<file path="src/design/tce_pkg.sv">
// Shared constants, codes and control structs of the text console engine.
package tce_pkg;

   localparam int COLUMNS    = 80;
   localparam int ROWS       = 25;
   localparam int CELL_COUNT = COLUMNS * ROWS;
   localparam int CELL_AW    = $clog2(CELL_COUNT);
   localparam int COPY_END   = CELL_COUNT - COLUMNS;

   localparam int OP_W     = 3;
   localparam int CHAR_W   = 8;
   localparam int ATTR_W   = 8;
   localparam int CURSOR_W = 11;
   localparam int ADDR_W   = 11;
   localparam int CELL_W   = 16;
   localparam int ADV_W    = CURSOR_W + 1;

   // row = (addr * ROW_RECIP) >> ROW_SHIFT, exact for every ADDR_W-bit address
   localparam int ROW_SHIFT = ADDR_W + $clog2(COLUMNS);
   localparam int ROW_RECIP = (1 << ROW_SHIFT) / COLUMNS + 1;
   localparam int PROD_W    = ADDR_W + ROW_SHIFT;

   localparam int CSR_AW = 3;
   localparam int CSR_DW = 32;

   localparam logic [OP_W-1:0] OP_PRINT      = 3'd0;
   localparam logic [OP_W-1:0] OP_PUT        = 3'd1;
   localparam logic [OP_W-1:0] OP_CLEAR      = 3'd2;
   localparam logic [OP_W-1:0] OP_SET_CURSOR = 3'd3;
   localparam logic [OP_W-1:0] OP_READ       = 3'd4;

   localparam logic [CHAR_W-1:0] CH_NEWLINE = 8'd10;
   localparam logic [CHAR_W-1:0] CH_TAB     = 8'd9;
   localparam logic [CHAR_W-1:0] CH_SPACE   = 8'd32;
   localparam logic [ATTR_W-1:0] ATTR_RESET = 8'h0f;

   localparam logic REG_ATTRIBUTE = 1'b0;

   typedef struct packed {
      logic load;
      logic write_first;
      logic write_second;
      logic advance;
      logic set_cursor;
      logic read;
      logic copy_step;
      logic fill_step;
      logic clear_step;
      logic init_step;
      logic respond;
   } dp_cmd_type;

   typedef struct packed {
      logic [OP_W-1:0] op;
      logic            is_newline;
      logic            is_tab;
      logic            addr_bad;
      logic            overflow;
      logic            copy_last;
      logic            sweep_last;
      logic            out_free;
   } dp_status_type;

endpackage

</file>
<file path="src/design/tce_controller.sv">
// Controller: sequences each op, the scroll and clear sweeps and the clearing pass after reset.
module tce_controller (
   input  logic                   clock,
   input  logic                   reset,
   input  logic                   req_valid,
   output logic                   req_stall,
   input  tce_pkg::dp_status_type status,
   output tce_pkg::dp_cmd_type    cmd
);
   import tce_pkg::*;

   typedef enum logic [3:0] {
      ST_INIT,
      ST_IDLE,
      ST_EXEC,
      ST_TAB2,
      ST_COPY,
      ST_FILL,
      ST_CLEAR,
      ST_RESPOND
   } state_type;

   state_type state_ff, state_in;

   always_comb begin
      cmd      = '0;
      state_in = state_ff;
      unique case (state_ff)
         ST_INIT: begin
            cmd.init_step = 1'b1;
            if (status.sweep_last) state_in = ST_IDLE;
         end
         ST_IDLE: begin
            if (req_valid) begin
               cmd.load = 1'b1;
               state_in = ST_EXEC;
            end
         end
         ST_EXEC: begin
            state_in = ST_RESPOND;
            unique case (status.op)
               OP_PRINT: begin
                  if (status.is_newline) begin
                     cmd.advance = 1'b1;
                     if (status.overflow) state_in = ST_COPY;
                  end else if (status.is_tab) begin
                     cmd.write_first = 1'b1;
                     state_in        = ST_TAB2;
                  end else begin
                     cmd.write_first = 1'b1;
                     cmd.advance     = 1'b1;
                     if (status.overflow) state_in = ST_COPY;
                  end
               end
               OP_PUT: begin
                  if (!status.addr_bad && !status.is_newline) begin
                     cmd.write_first = 1'b1;
                     if (status.is_tab) state_in = ST_TAB2;
                  end
               end
               OP_CLEAR: state_in = ST_CLEAR;
               OP_SET_CURSOR: cmd.set_cursor = !status.addr_bad;
               OP_READ: cmd.read = !status.addr_bad;
               default: state_in = ST_RESPOND;
            endcase
         end
         ST_TAB2: begin
            cmd.write_second = 1'b1;
            state_in         = ST_RESPOND;
            if (status.op == OP_PRINT) begin
               cmd.advance = 1'b1;
               if (status.overflow) state_in = ST_COPY;
            end
         end
         ST_COPY: begin
            cmd.copy_step = 1'b1;
            if (status.copy_last) state_in = ST_FILL;
         end
         ST_FILL: begin
            cmd.fill_step = 1'b1;
            if (status.sweep_last) state_in = ST_RESPOND;
         end
         ST_CLEAR: begin
            cmd.clear_step = 1'b1;
            if (status.sweep_last) state_in = ST_RESPOND;
         end
         ST_RESPOND: begin
            if (status.out_free) begin
               cmd.respond = 1'b1;
               state_in    = ST_IDLE;
            end
         end
         default: state_in = ST_IDLE;
      endcase
   end

   always_ff @(posedge clock) begin
      if (reset) begin
         state_ff <= ST_INIT;
      end else begin
         state_ff <= state_in;
      end
   end

   assign req_stall = (state_ff != ST_IDLE);

endmodule

</file>
<file path="config.mk">
export PLATFORM = sky130hd
export DESIGN_NAME = tce_controller
export DESIGN_NICKNAME = d
export VERILOG_FILES = /design/src/design/tce_pkg.sv /design/src/design/tce_controller.sv
export SDC_FILE = /design/constraint.sdc
export NUM_CORES = 1
export LEC_CHECK = 0
export BUFFER_PORTS_ARGS = -buffer_cell sky130_fd_sc_hd__buf_4
export CAP_MARGIN = 20
export CORE_AREA = 2 2 39 41
export CTS_CLUSTER_SIZE = 30
export DETAILED_ROUTE_END_ITERATION = 8
export DIE_AREA = 0 0 41 43
export PLACE_DENSITY = 0.61
export SLEW_MARGIN = 20
export SYNTH_ARGS = -nofsm -noshare
export SYNTH_HDL_FRONTEND = slang
export SYNTH_SLANG_ARGS = --single-unit
</file>
<file path="constraint.sdc">
create_clock -name clock -period 2.2 [get_ports clock]
set_input_delay 0.44 -clock clock [delete_from_list [all_inputs] [get_ports clock]]
set_output_delay 0.44 -clock clock [all_outputs]
set_load 0.01 [all_outputs]
</file>
==> run_results.csv <==
group,metric,value,unit
grt,grt_max_degree,19,
place,numPortBuffers,24,
worst_setup_path,slowest_delay,530,ps
grt,grt_pass1_vias,485,
worst_setup_path,critPathMaxFanout,10,
worst_setup_path,worstPathArrival,1480,ps
place,dp.cells,97,
pwr,switching_power,0.0001398,W
die,std_cell_rows,14,
finish,largest_reg_flops,3,
finish,fillCellCount,148,
pwr,leakagePower,0.2852,nW
sta,setup_viol,0,
grt,grt_use_met2,21.56,%
route,wl,1130,um
cts,cts_tree,"done",
cts,cts_root_buffer,"clkbuf_4",
finish,layout_commonest_cell,"buf_4",
synthesis,syn-cell-area,424.2,um2
worst_setup_path,rrSetupSlack,540,ps
finish,diodes,0,
sta,min_period_over_period,87.38,%
worst_setup_path,worstPathCellList,"inv_1 > or3_1 > nor2_1 > buf_4",
pwr,intPower,0.0002269,W
status,status,"finished, final reports clean",
grt,busiest_layer,"met2",
sta,worstMarginPinSlew,521.1,ps
route,vias_per_cell,5.059,
grt,grt.overflow.total,0,
place,hpwlAfterDp,877,um
worst_setup_path,worst_setup_path_start_kind,"flip-flop",
finish,fin_cells,101,
finish,area_delta_synth_final,46.31,%
die,core,1384,um2
pwr,p_comb_share,47.3,%
worst_setup_path,crit_slowest_cell,"dfxtp_1",
synthesis,yosysSeqAreaShare,14.16,%
route,dr.pass1.iters,3,
pwr,powerDensity,590.9,nW/um2
grt,use_met3,6.806,%
cts,cts_buffers,3,
finish,reg_top3,"state_ff: 3 flops",
synthesis,syn_inst,60,
job,maxCapViolCount,0,
die,initial_utilization,30.65,%
die,die-area,1763,um2
pwr,netSwitchingFraction,38.13,%
worst_setup_path,critical_path.top_delay_family,"flip-flops",
route,drcViolationCount,0,
cts,clk_path_buf_depth,2,
pwr,p_clk_share,25.5,%
worst_setup_path,worstSetupEndpointType,"primary output",
die,ios,25,
die,die_w,41,um
sta,finClkSkew,0.7876,ps
sta,slew-limit-headroom,64.36,%
sta,final-hold-violation-count,0,
finish,ff_latch_area,60.06,um2
grt,antenna_found_initial,0,
cts,cts_htree_levels,1,
cts,cts.sinks,3,
min_path,hp-class,"in2reg",
synthesis,synth_cell_types,29,
grt,grt_pass1_wl,1890,um
sta,slew_viol_final,0,
worst_setup_path,worstSetupPathType,"reg2out",
route,ant_nets,0,
worst_setup_path,path_buf_inv,2,
route,vias,511,
synthesis,yosysWarnings,0,
route,wl_per_cell,11.19,um
synthesis,avgSynthCellArea,7.069,um2
synthesis,synth_nets,73,
cts,clk_latency,230,ps
grt,groute.usage.overall,15.23,%
finish,drive_gt1_share,37.65,%
cts,cts_hold_buf,0,
sta,max_freq,0.5202,GHz
finish,num-nets-final,99,
route,drtIter0Drc,10,
synthesis,ys_ff_latch,3,
die,die_y,43,um
sta,rsz0062_at_grt,"no",
cts,cts_resized,0,
place,place_congestion,0.7756,
grt,met1_usage,21.09,%
cts,cts_setup_buffers,0,
finish,multi_input_area,326.6,um2
sta,finalCriticalPeriod,1922,ps
finish,largest_register,"state_ff",
worst_setup_path,crit_required,1760,ps
sta,finalSetupTns,0,ps
pwr,ir_worst_vdd,395.5,uV
finish,mostFrequentLayoutCells,"24 x buf_4, 9 x nor2_1, 6 x a21oi_1",
pwr,p_seq_share,27.2,%
cts,clk_pin_slew,40,ps
kinds of logic (layout without fill, tap and decap cells):
kind of cell           count (synthesis)  count (layout)  share of synthesized area [%]
flip-flops                             3               3                          14.16
AO/OA/AOI/OAI                         16              16                          28.32
AND/OR/NAND/NOR                       33              33                          41.30
buffers and inverters                  5              30                          8.851
multiplexers                           3               3                          7.375
cell usage after synthesis (all sizes together):
library cell,instances,area share [%]
a22o,1,2.1
dfxtp,3,14
and2b,1,1.8
o21ai,2,2.4
inv,2,1.8
nor3,4,4.7
o41ai,2,7.7
nand2b,1,1.5
o22ai,1,1.5
o31a,1,2.1
nand2,5,4.4
nor2b,2,2.9
mux2,1,2.7
nand3,1,1.2
nor4,1,1.5
a2111oi,1,2.1
and3,1,1.8
a21o,1,1.8
buf,3,7.1
nand3b,2,3.5
o31ai,1,1.8
and2,1,1.5
a21oi,6,7.1
mux2i,2,4.7
nor2,9,8.0
or2,1,2.1
or3,2,2.9
nor3b,2,3.5
worst paths after layout:
kind / endpoint / from / cells past startpoint
max: cmd[10] / state_ff[0] / 4
min: state_ff[1] / reset / 2
max reg2reg: state_ff[0] / state_ff[2] / 4
min reg2reg: state_ff[2] / state_ff[1] / 2
metal layers:
metal | vias to the layer above | wire, um
li1 | 274 | -
met1 | 220 | 557
met2 | 17 | 504
met3 | 0 | 68
met4 | 0 | 0
met5 | - | 0
final cells by class:
| cell class | count | share of cell area (%) |
|---|---|---|
| multi-input combinational | 52 | 52.62 |
| timing repair buffer | 24 | 29.03 |
| sequential | 3 | 9.677 |
| clock buffer | 4 | 4.234 |
| tap | 16 | 3.226 |
| inverter | 2 | 1.210 |
power by group through the flow:
stage               sequential [W]  combinational [W]   clock, W
floorplan                0.0000746           0.000142          0
global placement          0.000100           0.000172          0
detailed placement       0.0000999           0.000175          0
CTS                      0.0000991           0.000175   0.000101
global route              0.000103           0.000191   0.000110
finish                   0.0000997           0.000173  0.0000936
stage by stage:
| stage | area, um2 | hold WS (ps) | worst slack (ps) | utilization (%) | power, W |
|---|---|---|---|---|---|
| global placement | 594.3 | 678.0 | 347.1 | 42.95 | 0.0002715 |
| floorplan | 424.2 | 541.5 | 622.5 | - | 0.0002164 |
| finish | 620.6 | 441.2 | 277.6 | 44.85 | 0.0003667 |
| detailed placement | 594.3 | 678.4 | 366.1 | 42.95 | 0.0002746 |
| CTS | 620.6 | 432.2 | 251.0 | 44.85 | 0.0003749 |
| global route | 620.6 | 428.1 | 136.2 | 44.85 | 0.0004037 |
Power figures use the tool's default switching activity.
